`src/rtl/core/ncc_pkg.sv`:
```
// ----------------------------------------------------------------------------
// ncc_pkg: shared types and constants of the nick challenge checksum
// Holds the field widths, the mixing constants, the register indexes and the
// controller state type that the interfaces and the core use.
// ----------------------------------------------------------------------------
`default_nettype none

package ncc_pkg;

   // Field widths of the words on each channel.
   localparam int NAME_BYTE_W = 8;
   localparam int CHECKSUM_W  = 16;
   localparam int HASH_W      = 32;

   // Configuration port: two registers, one index bit.
   localparam int CSR_IDX_W  = 1;
   localparam int CSR_DATA_W = 32;
   localparam logic [CSR_IDX_W-1:0] CSR_SEED_ADDRESS   = 1'd0;
   localparam logic [CSR_IDX_W-1:0] CSR_CHALLENGE_WORD = 1'd1;

   // Constants XORed in after each shift, chosen by the bit shifted out.
   localparam logic [HASH_W-1:0] POLY_HIGH = 32'ha67f3443;
   localparam logic [HASH_W-1:0] POLY_LOW  = 32'h378624e5;

   // Step counter within one byte: step 0 mixes, steps 1 to 8 shift.
   localparam int STEP_W = 4;
   localparam logic [STEP_W-1:0] STEP_MIX  = 4'd0;
   localparam logic [STEP_W-1:0] STEP_LAST = 4'd8;

   // Controller states, one-hot.
   typedef enum logic [2:0] {
      ST_COLLECT = 3'b001,
      ST_HASH    = 3'b010,
      ST_HOLD    = 3'b100
   } state_type;

endpackage

`default_nettype wire

```
`src/rtl/core/ncc_req_if.sv`:
```
// ----------------------------------------------------------------------------
// ncc_req_if: name byte channel
// Valid/ready channel that carries one name byte per word.
// ----------------------------------------------------------------------------
`default_nettype none

interface ncc_req_if;
   logic                             valid;
   logic                             ready;
   logic [ncc_pkg::NAME_BYTE_W-1:0]  name_byte;

   modport source (output valid, output name_byte, input ready);
   modport sink   (input valid, input name_byte, output ready);
endinterface

`default_nettype wire

```
`src/rtl/core/ncc_rsp_if.sv`:
```
// ----------------------------------------------------------------------------
// ncc_rsp_if: checksum channel
// Valid/ready channel that carries one 16-bit checksum per word.
// ----------------------------------------------------------------------------
`default_nettype none

interface ncc_rsp_if;
   logic                            valid;
   logic                            ready;
   logic [ncc_pkg::CHECKSUM_W-1:0]  checksum;

   modport source (output valid, output checksum, input ready);
   modport sink   (input valid, input checksum, output ready);
endinterface

`default_nettype wire

```
`src/rtl/core/nick_challenge_checksum.sv`:
```
// ----------------------------------------------------------------------------
// nick_challenge_checksum: name checksum with seed and challenge
// Collects NAME_LEN name bytes, then runs a bit-serial keyed hash over them
// and returns the low 16 bits of the hash register.
// ----------------------------------------------------------------------------
// Usage: send the bytes of a name in order on req; every NAME_LEN-th word
// closes a name and produces one checksum word on rsp. req stays ready after
// a byte that does not close a name. After the closing byte the hash runs
// one step per cycle: each byte takes one mixing step for byte and
// challenge, then eight shift steps, the last of which also adds the byte.
// The hash uses a single 32-bit shift register and its step counter. req is
// not ready while the hash runs; bytes of the next name are taken while a
// checksum still waits on rsp. The seed and challenge registers are read
// during the hash, so write them only while no name is being hashed.
`default_nettype none

module nick_challenge_checksum #(
   parameter int ROUNDS   = 10,
   parameter int NAME_LEN = 12
) (
   input  wire logic                            clock,
   input  wire logic                            reset,
   ncc_req_if.sink                              req,
   ncc_rsp_if.source                            rsp,
   input  wire logic                            csr_we,
   input  wire logic [ncc_pkg::CSR_IDX_W-1:0]   csr_index,
   input  wire logic [ncc_pkg::CSR_DATA_W-1:0]  csr_wdata
);

   localparam int BYTE_W  = (NAME_LEN > 1) ? $clog2(NAME_LEN) : 1;
   localparam int ROUND_W = (ROUNDS > 1) ? $clog2(ROUNDS) : 1;
   localparam logic [BYTE_W-1:0]  BYTE_LAST  = BYTE_W'(NAME_LEN - 1);
   localparam logic [ROUND_W-1:0] ROUND_LAST = ROUND_W'(ROUNDS - 1);

   ncc_pkg::state_type state_ff, state_in;
   logic [BYTE_W-1:0]          byte_ff, byte_in;
   logic [ROUND_W-1:0]         round_ff, round_in;
   logic [ncc_pkg::STEP_W-1:0] step_ff, step_in;
   logic [ncc_pkg::HASH_W-1:0] hash_ff, hash_in;
   logic [ncc_pkg::HASH_W-1:0] seed_ff, chal_ff;
   logic [ncc_pkg::NAME_BYTE_W-1:0] store_ff [NAME_LEN];
   logic [ncc_pkg::NAME_BYTE_W-1:0] tail_in;
   logic                       rsp_valid_ff, rsp_valid_in;
   logic [ncc_pkg::CHECKSUM_W-1:0] rsp_sum_ff;

   logic req_accept, last_byte, last_step, last_round, load_rsp, store_shift;
   logic [ncc_pkg::HASH_W-1:0] shifted;

   assign req_accept = req.valid && req.ready;
   assign last_byte  = (byte_ff == BYTE_LAST);
   assign last_step  = (step_ff == ncc_pkg::STEP_LAST);
   assign last_round = (round_ff == ROUND_LAST);
   assign load_rsp   = (state_ff == ncc_pkg::ST_HOLD) && (!rsp_valid_ff || rsp.ready);

   assign req.ready    = (state_ff == ncc_pkg::ST_COLLECT);
   assign rsp.valid    = rsp_valid_ff;
   assign rsp.checksum = rsp_sum_ff;

   // One shift step: shift left, then XOR the constant picked by the top bit.
   assign shifted = {hash_ff[ncc_pkg::HASH_W-2:0], 1'b0} ^
                    (hash_ff[ncc_pkg::HASH_W-1] ? ncc_pkg::POLY_HIGH : ncc_pkg::POLY_LOW);

   // Controller and hash datapath.
   always_comb begin
      state_in = state_ff;
      byte_in  = byte_ff;
      round_in = round_ff;
      step_in  = step_ff;
      hash_in  = hash_ff;
      unique case (state_ff)
         ncc_pkg::ST_COLLECT: begin
            if (req_accept) begin
               if (last_byte) begin
                  byte_in  = '0;
                  round_in = '0;
                  step_in  = ncc_pkg::STEP_MIX;
                  hash_in  = seed_ff;
                  state_in = ncc_pkg::ST_HASH;
               end else begin
                  byte_in = byte_ff + 1'b1;
               end
            end
         end
         ncc_pkg::ST_HASH: begin
            if (step_ff == ncc_pkg::STEP_MIX) begin
               hash_in = hash_ff ^ chal_ff ^
                         {store_ff[0], {(ncc_pkg::HASH_W - ncc_pkg::NAME_BYTE_W){1'b0}}};
               step_in = step_ff + 1'b1;
            end else if (last_step) begin
               hash_in = shifted +
                         {{(ncc_pkg::HASH_W - ncc_pkg::NAME_BYTE_W){1'b0}}, store_ff[0]};
               step_in = ncc_pkg::STEP_MIX;
               if (last_byte) begin
                  byte_in = '0;
                  if (last_round) begin
                     state_in = ncc_pkg::ST_HOLD;
                  end else begin
                     round_in = round_ff + 1'b1;
                  end
               end else begin
                  byte_in = byte_ff + 1'b1;
               end
            end else begin
               hash_in = shifted;
               step_in = step_ff + 1'b1;
            end
         end
         ncc_pkg::ST_HOLD: begin
            if (load_rsp) begin
               state_in = ncc_pkg::ST_COLLECT;
            end
         end
         default: begin
            state_in = ncc_pkg::ST_COLLECT;
         end
      endcase
   end

   always_ff @(posedge clock) begin
      if (reset) begin
         state_ff <= ncc_pkg::ST_COLLECT;
         byte_ff  <= '0;
         round_ff <= '0;
         step_ff  <= ncc_pkg::STEP_MIX;
         hash_ff  <= '0;
      end else begin
         state_ff <= state_in;
         byte_ff  <= byte_in;
         round_ff <= round_in;
         step_ff  <= step_in;
         hash_ff  <= hash_in;
      end
   end

   // The name store is a byte shift line: bytes enter at the tail while
   // collecting, and the line rotates by one byte after each hashed byte,
   // so the byte being hashed always sits at the head.
   assign store_shift = req_accept ||
                        ((state_ff == ncc_pkg::ST_HASH) && last_step);
   assign tail_in     = (state_ff == ncc_pkg::ST_COLLECT) ? req.name_byte : store_ff[0];

   always_ff @(posedge clock) begin
      if (store_shift) begin
         for (int i = 0; i < NAME_LEN - 1; i++) begin
            store_ff[i] <= store_ff[i + 1];
         end
         store_ff[NAME_LEN - 1] <= tail_in;
      end
   end

   // Configuration registers.
   always_ff @(posedge clock) begin
      if (reset) begin
         seed_ff <= '0;
         chal_ff <= '0;
      end else if (csr_we) begin
         unique case (csr_index)
            ncc_pkg::CSR_SEED_ADDRESS:   seed_ff <= csr_wdata;
            ncc_pkg::CSR_CHALLENGE_WORD: chal_ff <= csr_wdata;
            default: begin
            end
         endcase
      end
   end

   // Output register: holds the checksum word until it is taken.
   always_comb begin
      rsp_valid_in = rsp_valid_ff;
      if (load_rsp) begin
         rsp_valid_in = 1'b1;
      end else if (rsp_valid_ff && rsp.ready) begin
         rsp_valid_in = 1'b0;
      end
   end

   always_ff @(posedge clock) begin
      if (reset) begin
         rsp_valid_ff <= 1'b0;
      end else begin
         rsp_valid_ff <= rsp_valid_in;
      end
   end

   always_ff @(posedge clock) begin
      if (load_rsp) begin
         rsp_sum_ff <= hash_ff[ncc_pkg::CHECKSUM_W-1:0];
      end
   end

   // A closing byte starts the hash from the seed at the mixing step.
   assert property (@(posedge clock) disable iff (reset)
      (req_accept && last_byte) |=>
         (state_ff == ncc_pkg::ST_HASH) && (step_ff == ncc_pkg::STEP_MIX) &&
         (hash_ff == $past(seed_ff)))
      else $error("hash did not start from the seed after the closing byte");

   // A checksum word appears only from the hold state.
   assert property (@(posedge clock) disable iff (reset)
      $rose(rsp_valid_ff) |-> $past(state_ff == ncc_pkg::ST_HOLD))
      else $error("checksum offered without a finished hash");

   // The step counter never runs past the last shift step.
   assert property (@(posedge clock) disable iff (reset)
      (state_ff == ncc_pkg::ST_HASH) |-> (step_ff <= ncc_pkg::STEP_LAST))
      else $error("step counter out of range");

   // The hold state is reached only at the last step of the last byte.
   assert property (@(posedge clock) disable iff (reset)
      $rose(state_ff == ncc_pkg::ST_HOLD) |->
         $past(last_step && last_byte && last_round))
      else $error("hash finished early");

endmodule

`default_nettype wire

```
`src/flat_wrapper.sv`:
```
// flat-port wrapper written by rule: the top's interface ports become plain ports
module nick_challenge_checksum_flat 
#(
   parameter int ROUNDS   = 10,
   parameter int NAME_LEN = 12
)
  (clock, reset, csr_we, csr_index, csr_wdata, req_valid, req_name_byte, req_ready, rsp_valid, rsp_checksum, rsp_ready);
  ncc_req_if req_i ();
  ncc_rsp_if rsp_i ();
  input  wire logic clock;
  input  wire logic reset;
  input  wire logic csr_we;
  input  wire logic [ncc_pkg::CSR_IDX_W-1:0] csr_index;
  input  wire logic [ncc_pkg::CSR_DATA_W-1:0] csr_wdata;
  input wire logic [$bits(req_i.valid)-1:0] req_valid;
  input wire logic [$bits(req_i.name_byte)-1:0] req_name_byte;
  output wire logic [$bits(req_i.ready)-1:0] req_ready;
  output wire logic [$bits(rsp_i.valid)-1:0] rsp_valid;
  output wire logic [$bits(rsp_i.checksum)-1:0] rsp_checksum;
  input wire logic [$bits(rsp_i.ready)-1:0] rsp_ready;
  assign req_i.valid = req_valid;
  assign req_i.name_byte = req_name_byte;
  assign req_ready = req_i.ready;
  assign rsp_valid = rsp_i.valid;
  assign rsp_checksum = rsp_i.checksum;
  assign rsp_i.ready = rsp_ready;
  nick_challenge_checksum #(.ROUNDS(ROUNDS), .NAME_LEN(NAME_LEN)) u_core (.clock(clock), .reset(reset), .req(req_i), .rsp(rsp_i), .csr_we(csr_we), .csr_index(csr_index), .csr_wdata(csr_wdata));
endmodule
```
`config.mk`:
```
export PLATFORM = sky130hd
export DESIGN_NAME = nick_challenge_checksum_flat
export DESIGN_NICKNAME = d
export VERILOG_FILES = /design/src/rtl/core/ncc_pkg.sv /design/src/rtl/core/ncc_req_if.sv /design/src/rtl/core/ncc_rsp_if.sv /design/src/rtl/core/nick_challenge_checksum.sv /design/src/flat_wrapper.sv
export SDC_FILE = /design/constraint.sdc
export NUM_CORES = 1
export LEC_CHECK = 0
export ABC_CLOCK_PERIOD_IN_PS = 5950
export BUFFER_PORTS_ARGS = -buffer_cell sky130_fd_sc_hd__buf_4
export CAP_MARGIN = 10
export CORE_ASPECT_RATIO = 0.8
export CORE_MARGIN = 2
export CORE_UTILIZATION = 29
export CTS_BUF_LIST = sky130_fd_sc_hd__clkbuf_8
export CTS_CLUSTER_DIAMETER = 200
export CTS_CLUSTER_SIZE = 28
export DETAILED_ROUTE_END_ITERATION = 8
export PLACE_DENSITY = 0.42
export SLEW_MARGIN = 20
export SYNTH_ARGS = -nofsm -noshare
export SYNTH_HDL_FRONTEND = slang
export SYNTH_SLANG_ARGS = --single-unit
```
`constraint.sdc`:
```
create_clock -name clock -period 5.95 [get_ports clock]
set_input_delay 0.8925 -clock clock [delete_from_list [all_inputs] [get_ports clock]]
set_output_delay 0.8925 -clock clock [all_outputs]
set_load 0.01 [all_outputs]
```
======== Yosys cells after proc, flatten, opt, wreduce, memory -nomap -nowiden ========
Memory sizes are Yosys's and may differ from the RTL's.
Cells that the tools add are included.
cells by class
  add/subtract/negate cells ............... 4
  equal/unequal tests ..................... 14
  muxes and demuxes ....................... 34
  bitwise logic cells ..................... 4
  reductions and logical operators ........ 16
operator list
  cell                   number
  $mux W32               5
  $xor A32 B32 Y32       3
  $pmux W32 S2           1
  $mux W4                12
  $add A32 B8 Y32        1
  $pmux W4 S2            3
  $mux W3                7
  $reduce_and A7 Y1      2
  $add A4 B1 Y4 const B  3
  $eq A4 B4 Y1 const B   3
  $pmux W3 S3            1
  $mux W8                1
  $ne A2 B1 Y1 const B   4
  $ne A2 B2 Y1 const B   4
  $logic_and A1 B1 Y1    4
  $logic_not A4 Y1       1
  $mux W1                4
  $reduce_and A2 Y1      2
  $reduce_and A4 Y1      1
  $reduce_bool A2 Y1     2
  $eq A3 B1 Y1 const B   1
  $eq A3 B2 Y1 const B   1
  $eq A3 B3 Y1 const B   1
  $reduce_and A3 Y1      1
  other kinds (3)        4
storage, ports and cells
  bits in registers ....................... 128
  RAM bits ................................ 96
  input bits .............................. 46
  output and inout bits ................... 18
  logic and storage cells ................. 82
  memories ................................ 1
memories
  name             words  width  rd ports  clocked after memory_dff  wr ports  RTL line                       RTL
  u_core.store_ff  12     8      12        0                         12        nick_challenge_checksum.sv:41  logic [ncc_pkg::NAME_BYTE_W-1:0] store_ff [NAME_LEN];

======== Longest topological paths before layout ========
Gate-level depths: netlist of run 1.
  depth in word-level cells ............... 6
  depth in mapped cells ................... 11
  depth with buffers taken out ............ 9

======== Worst setup path before layout of run 1 ========
OpenSTA, ideal clock, no wires.
  path kind ............................... register to register
  from .................................... register u_core.state_ff[2]
  to ...................................... register u_core.byte_ff[2]
  library setup time ...................... 0.070 ns
  arrival ................................. 4.278 ns
  data required time ...................... 5.880 ns
  path slack .............................. 1.602 ns
  stages on the path, launching flop included .. 7
  path buffers ............................ 1
  clock period less this slack ............ 4.348 ns
  cells stage by stage .................... dfxtp_1 or3b_1 buf_2 o21ai_2 nand2_1 or3_1 a21oi_1
on the way
  cells in the longest elaborated chain, start to end .. 4
  elaborated cells on any way between the ends .. 9
  those cells by class .................... eq/ne: 5; mux: 1; reduce/logical: 3
RTL lines
  element                      RTL line                                                      RTL
  start: declaration           nick_challenge_checksum.sv:35                                 ncc_pkg::state_type state_ff, state_in;
  start signal: assignment     nick_challenge_checksum.sv:121                                state_ff <= ncc_pkg::ST_COLLECT;
  start signal: assignment     nick_challenge_checksum.sv:127                                state_ff <= state_in;
  $eq A3 B1 Y1                 nick_challenge_checksum.sv:55, nick_challenge_checksum.sv:70
  $logic_and A1 B1 Y1          nick_challenge_checksum.sv:49                                 assign req_accept = req.valid && req.ready;
  $ne A2 B2 Y1 (no line)       n/a
  $reduce_and A4 Y1 (no line)  n/a
  end signal: assignment       nick_challenge_checksum.sv:128                                byte_ff <= byte_in;
  end: declaration             nick_challenge_checksum.sv:36                                 logic [BYTE_W-1:0] byte_ff, byte_in;
Parallel ways exist; a longest one is shown, timed or not.
A chain may end at the register's enable or synchronous reset.

======== Final worst setup path of run 1 ========
  from .................................... register u_core.hash_ff[31] (netlist bit)
  to ...................................... register u_core.hash_ff[13] (netlist bit)
on the way
  cells in the longest elaborated chain, start to end .. 6
RTL lines
  element                   RTL line                        RTL
  start: declaration        nick_challenge_checksum.sv:39   logic [ncc_pkg::HASH_W-1:0] hash_ff, hash_in;
  start signal: assignment  nick_challenge_checksum.sv:131  hash_ff <= hash_in;
  $mux W32                  nick_challenge_checksum.sv:61   (hash_ff[ncc_pkg::HASH_W-1] ? ncc_pkg::POLY_HIGH : ncc_pkg::POLY_LOW);
  $xor A32 B32 Y32          nick_challenge_checksum.sv:60   assign shifted = {hash_ff[ncc_pkg::HASH_W-2:0], 1'b0} ^
  $add A32 B8 Y32           nick_challenge_checksum.sv:90   hash_in = shifted +
  $mux W32                  nick_challenge_checksum.sv:89   end else if (last_step) begin
  $mux W32                  nick_challenge_checksum.sv:85   if (step_ff == ncc_pkg::STEP_MIX) begin
  $pmux W32 S2              nick_challenge_checksum.sv:70   unique case (state_ff)
Every way passes these cells.

==> out/results.txt, run 1 <==
Tcrit/Tclk final - 51.15%
cts hold-fix bufs - 0
reg-to-reg endpoint - u_core.hash_ff[13]
Critical R2R Launch - u_core.hash_ff[31]
Peak supply drop - 161.4 uV
post-cts resize count - 0
Max stage delay on crit path - 0.37 ns
first-pass GRT wire length - 42280 um
Max Cap Viol - 0
# diodes - 0
CP startpoint kind - flop
Num CTS Buffers - 11
TritonCTS clock tree - done
dpl cell area - 0.01085 mm2
DR DRC count - 0
Worst Path Buf+Inv - 2
Post-CTS Setup Bufs - 0
DIE WIDTH - 210.8 um
row cnt - 60
total wire length - 27810 um
Die Ht - 169.4 um
highest-delay cell along the critical path - buf_4
synthesized instance count - 970
PortBufs - 63
syn_nets - 1029
Core Util, Final - 32.85%
Async SR Flop Fraction - 0%
gr ovfl total - 0
Seq/Total Area, Yosys - 56.50%
Synth Warn # - 0
fmax - 328.6 MHz
Slew @ Worst Pin - 1.045 ns
Worst-path clk slew - 0.18 ns
die area - 0.03571 mm2
drt pass-1 iters - 5
cell family with most CP delay - compound AO/OA/AOI/OAI gates
worst path arrival time - 3.50 ns
R2R cell count - 10
Setup TNS - 0 ns
Area growth syn-to-layout - 11.36%
Global Route Usage Sum - 15.41%
WHS Endpoint - u_core.store_ff[2][0]
hold path start - u_core.store_ff[2][8]
CP Cell Sequence - buf_4, xnor2_1, inv_1, ha_1, a21o_1, nand4_1, a21boi_2, o21ai_0, o31a_1, or3_1
vias in the first global route - 6612
CTS root buf - clkbuf_8
skew final - 0.02618 ns
worst hold path type - reg -> reg
overall via count from detail_route - 7170
Slew HR - 30.36%
setup violators final - 0
Slew Viols, Final - 0
Post-synth EDFFs - 112
CTS max path bufs - 3
pin count of the biggest net entering global routing - 44
initial antenna violation count - 0
Core Region - 0.03363 mm2
Hold Path Depth - 0
layout cells sized above 1 - 12.12%
Antenna Nets Post-Route - 0
final net count - 1063
1st-iter DRT viols - 684
clock sink count - 224
Clk Latency, worst-skew pair - 0.55 ns
Primary FF master, synth - edfxtp_1
initial core utilization - 29.50%
post-synth cell types - 74
synthesized area per cell - 10.23 um2
Leakage - 3.819 nW
final hold violation count - 0
post-route cell area - 0.01105 mm2
H-tree lvl count - 1
wire length per cell - 19.30 um
unrepaired setup endpoints after global routing - false
CP max FO - 24
power per cell area - 228.1 mW/mm2
Setup CP Type - reg -> reg
hpwl dp - 18450 um
crit path time final - 3.043 ns
Worst R2R Setup Slack - 2.91 ns
Syn Std Cell Area - 0.009921 mm2
register bit total from synthesis - 224
Ports - 64
crit end category - flop
CP required - 6.41 ns
status - complete, no violations
gpl congestion - 0.7929
Vias/cell - 4.976
==> stage by stage <==
step           power (mW)  hold WS (ns)  setup WS, ns  cells
6_report            2.520        0.4245         2.907   1441
5_1_grt             2.624        0.4335         2.708   1441
4_1_cts             2.563        0.4276         2.912   1440
3_5_place_dp        1.894        0.4045         2.862   1424
3_3_place_gp        1.892        0.4013         2.970   1424
2_1_floorplan       1.822        0.4003         1.602    970
==> cells by family (layout without fill, tap and decap cells) <==
group / Yosys count / in the layout / share of synthesized area, %
xor gates and xnor gates: 59 / 59 / 5.474
and+or+nand+nor: 352 / 352 / 17.05
DFF: 224 / 224 / 56.50
adders and majority gates: 13 / 13 / 1.715
muxes: 15 / 15 / 1.602
buffers and inverters: 75 / 112 / 3.040
AOI/OAI and AO/OA: 232 / 232 / 14.62
==> state kept, by name, indices dropped and copies added, names as in the netlist <==
signal,cells
u_core.round_ff,4
u_core.rsp.checksum,16
u_core.byte_ff,4
u_core.hash_ff,32
u_core.rsp.valid,1
u_core.store_ff,96
u_core.chal_ff,32
u_core.step_ff,4
u_core.seed_ff,32
u_core.state_ff,3
==> synth_stat cells, types with 9 or more instances <==
master / n / area, um2
a21o_1: 9 / 67.56
a21oi_1: 112 / 560.5
a31oi_1: 10 / 62.56
buf_2: 10 / 50.05
clkbuf_1: 46 / 172.7
dfxtp_1: 112 / 2242
edfxtp_1: 112 / 3363
ha_1: 12 / 150.1
inv_1: 13 / 48.80
nand2_1: 170 / 638.1
nand2b_1: 11 / 68.82
nand3_1: 19 / 95.09
nor2_1: 57 / 214.0
nor3_1: 16 / 80.08
nor3b_1: 9 / 67.56
o211ai_1: 9 / 67.56
o21ai_0: 26 / 130.1
o22ai_1: 10 / 62.56
xnor2_1: 39 / 341.6
xor2_1: 18 / 157.7
==> worst max path at each step <==
stage / from / to / slack (ns) / cells past startpoint
6_report: u_core.hash_ff[31] / u_core.hash_ff[13] / 2.91 / 10
5_1_grt: u_core.hash_ff[31] / u_core.hash_ff[13] / 2.71 / 10
4_1_cts: u_core.hash_ff[31] / u_core.hash_ff[13] / 2.91 / 10
3_5_place_dp: req_valid / u_core.hash_ff[26] / 2.86 / 7
3_3_place_gp: req_valid / u_core.hash_ff[26] / 2.97 / 7
2_1_floorplan: u_core.state_ff[2] / u_core.byte_ff[2] / 1.60 / 6
==> metal layers <==
layer	share of wire (%)	GRT usage, %
met5	0	0
met4	1.4	2.572
met3	2.9	1.795
met2	41	22.24
met1	55	24.65
==> area by class of cell <==
| type | count | area, um2 |
|---|---|---|
| fillers | 3444 | 22580 |
| flip-flops and latches | 224 | 5605 |
| multi-input cells | 671 | 4038 |
| repair buffers | 83 | 643.1 |
| well taps | 434 | 543.0 |
| clock buffers | 11 | 151.4 |
| inverters | 13 | 48.80 |
| clock inverters | 5 | 18.77 |
==> power breakdown <==
part	total [mW]	leakage (nW)	switching (mW)	internal [mW]
clock	0.660	0.106	0.485	0.175
combinational	0.147	1.70	0.0882	0.0585
sequential	1.71	2.02	0.0325	1.68
total	2.52	3.82	0.605	1.91
==> cell usage in the layout (no fill, tap or decap), drive strengths merged, types with 12 or more instances in the layout <==
| cell type | instances |
|---|---|
| nand3 | 19 |
| buf | 83 |
| edfxtp | 112 |
| xnor2 | 39 |
| nand2 | 171 |
| dfxtp | 112 |
| inv | 18 |
| xor2 | 20 |
| nor3 | 16 |
| a21oi | 112 |
| o21ai | 28 |
| ha | 12 |
| nor2 | 58 |
No activity file was read; power rests on OpenSTA's default activity.
==> run 2, diff against run 1 <==
--- a/config.mk
+++ b/config.mk
@@ -5,7 +5,7 @@
 export SDC_FILE = /design/constraint.sdc
 export NUM_CORES = 1
 export LEC_CHECK = 0
-export ABC_CLOCK_PERIOD_IN_PS = 5950
+export ABC_CLOCK_PERIOD_IN_PS = 3100
 export BUFFER_PORTS_ARGS = -buffer_cell sky130_fd_sc_hd__buf_4
 export CAP_MARGIN = 10
 export CORE_ASPECT_RATIO = 0.8
==> constraint.sdc (replaced) <==
create_clock -name clock -period 3.1 [get_ports clock]
set_input_delay 0.465 -clock clock [delete_from_list [all_inputs] [get_ports clock]]
set_output_delay 0.465 -clock clock [all_outputs]
set_load 0.01 [all_outputs]
==> run 2 against run 1 <==
  * Flip-flop and latch count is the same
  * Wire length grew 3.1%
  * Global-route usage grew 0.67 points
  * Count of clock-buffer cells in the layout is the same
  * Clock power grew 91%
  * First-iteration DRC count shrank 18%
  * Critical path depth shrank 1
  * Via count grew 1.7%
  * Largest cell class unchanged
  * Largest power group unchanged
==> out/results.txt, run 2 (same netlist as run 1, synthesis figures left out) <==
status - complete, no violations
# diodes - 0
hpwl dp - 19670 um
DIE WIDTH - 210.8 um
CTS root buf - clkbuf_8
H-tree lvl count - 1
Antenna Nets Post-Route - 0
first-pass GRT wire length - 44020 um
Num CTS Buffers - 11
worst hold path type - in -> reg
CP max FO - 6
Slew HR - 48.44%
final net count - 1078
final hold violation count - 0
Place WS - 0.2627 ns
PortBufs - 63
CP startpoint kind - flop
Core Region - 0.03363 mm2
power per cell area - 433.2 mW/mm2
Global Route Usage Sum - 16.08%
Die Ht - 169.4 um
fmax - 351.8 MHz
CTS max path bufs - 3
wire length per cell - 19.67 um
Max Cap Viol - 0
clock sink count - 224
vias in the first global route - 6939
DR DRC count - 0
row cnt - 60
Max stage delay on crit path - 0.42 ns
Worst-path clk slew - 0.20 ns
Vias/cell - 5.003
pin count of the biggest net entering global routing - 55
most frequent cells in the layout - 170 x nand2_1, 112 x a21oi_1, 112 x edfxtp_1
Leakage - 3.842 nW
crit end category - flop
CP Cell Sequence - xnor2_1, inv_1, ha_1, a21o_1, nand4_1, a21boi_2, o21ai_0, o31a_1, or3_1
Peak supply drop - 231.9 uV
worst setup margin - 0.2577 ns
drt pass-1 iters - 5
Slew @ Worst Pin - 0.7705 ns
setup violators final - 0
layout cells sized above 1 - 14.08%
initial antenna violation count - 0
highest-delay cell along the critical path - dfxtp_2
gr ovfl total - 0
crit path time final - 2.842 ns
TritonCTS clock tree - done
1st-iter DRT viols - 558
skew final - 0.03384 ns
CP required - 3.57 ns
most common cell after layout, fill and taps aside - nand2_1
Slew Viols, Final - 0
initial core utilization - 29.50%
Biggest register - u_core.store_ff
Core Util, Final - 33.17%
die area - 0.03571 mm2
gpl congestion - 0.8495
Tcrit/Tclk final - 91.69%
unrepaired setup endpoints after global routing - false
worst path arrival time - 3.31 ns
Setup CP Type - reg -> reg
Ports - 64
max FFs per register - 96
Clk Latency, worst-skew pair - 0.55 ns
Worst Hold Margin - 0.1352 ns
overall via count from detail_route - 7290
Area growth syn-to-layout - 12.43%
total wire length - 28660 um
-- run 2: worst paths after layout --
kind / slack, ns / startpoint / to / cells past startpoint
hold / removal: 0.14 / csr_wdata[13] / u_core.chal_ff[13] / 3
setup reg to reg: 0.26 / u_core.hash_ff[31] / u_core.hash_ff[13] / 9
setup / recovery: 0.26 / u_core.hash_ff[31] / u_core.hash_ff[13] / 9
hold reg to reg: 0.43 / u_core.store_ff[1][4] / u_core.store_ff[0][28] / 0
-- run 2: per-stage QoR --
step / TNS (ns) / total power [mW] / cell area (um2) / instances
6_report: 0 / 4.832 / 11150 / 1457
5_1_grt: 0 / 5.050 / 11150 / 1457
4_1_cts: 0 / 4.916 / 11150 / 1457
3_5_place_dp: 0 / 3.641 / 10980 / 1440
3_3_place_gp: 0 / 3.638 / 10980 / 1440
2_1_floorplan: -0.1959 / 3.496 / 9946 / 970
-- run 2: metal layers --
layer	share of wire [%]	GRT usage, %	up-vias	wire length, um
met5	0	0	-	0
met2	41	22.79	125	11630
met1	54	25.93	3574	15590
met4	1.6	2.817	0	471
li1	-	-	3569	-
met3	3.4	1.999	22	970
-- run 2: final cells by class --
| class | count | area, um2 |
|---|---|---|
| Fill cell | 3504 | 22480 |
| Sequential cell | 224 | 5613 |
| Multi-Input combinational cell | 671 | 4040 |
| Timing Repair Buffer | 98 | 735.7 |
| Tap cell | 434 | 543.0 |
| Clock buffer | 11 | 151.4 |
| Inverter | 13 | 48.80 |
| Clock inverter | 6 | 22.52 |
-- run 2: repair_timing --
action                     4_1_cts  5_1_grt
hold buffers                     0        0
setup endpoints to repair        0        2
buffers inserted                 0        0
gates resized for setup          0        1
-- run 2: worst max-delay path: cells and delay by family, from the launching register on --
kind,cells,cell delay (ns)
adders and majority gates,1,0.29
xor gates and xnor gates,1,0.31
DFF,1,0.42
buffers and inverters,1,0.10
AOI/OAI and AO/OA,4,1.06
and+or+nand+nor,2,0.59
-- run 2: power by group --
part           total, mW  switching, mW  internal (mW)
registers           3.28         0.0589           3.23
logic              0.287          0.175          0.112
clock network       1.26          0.923          0.338
total               4.83           1.16           3.68
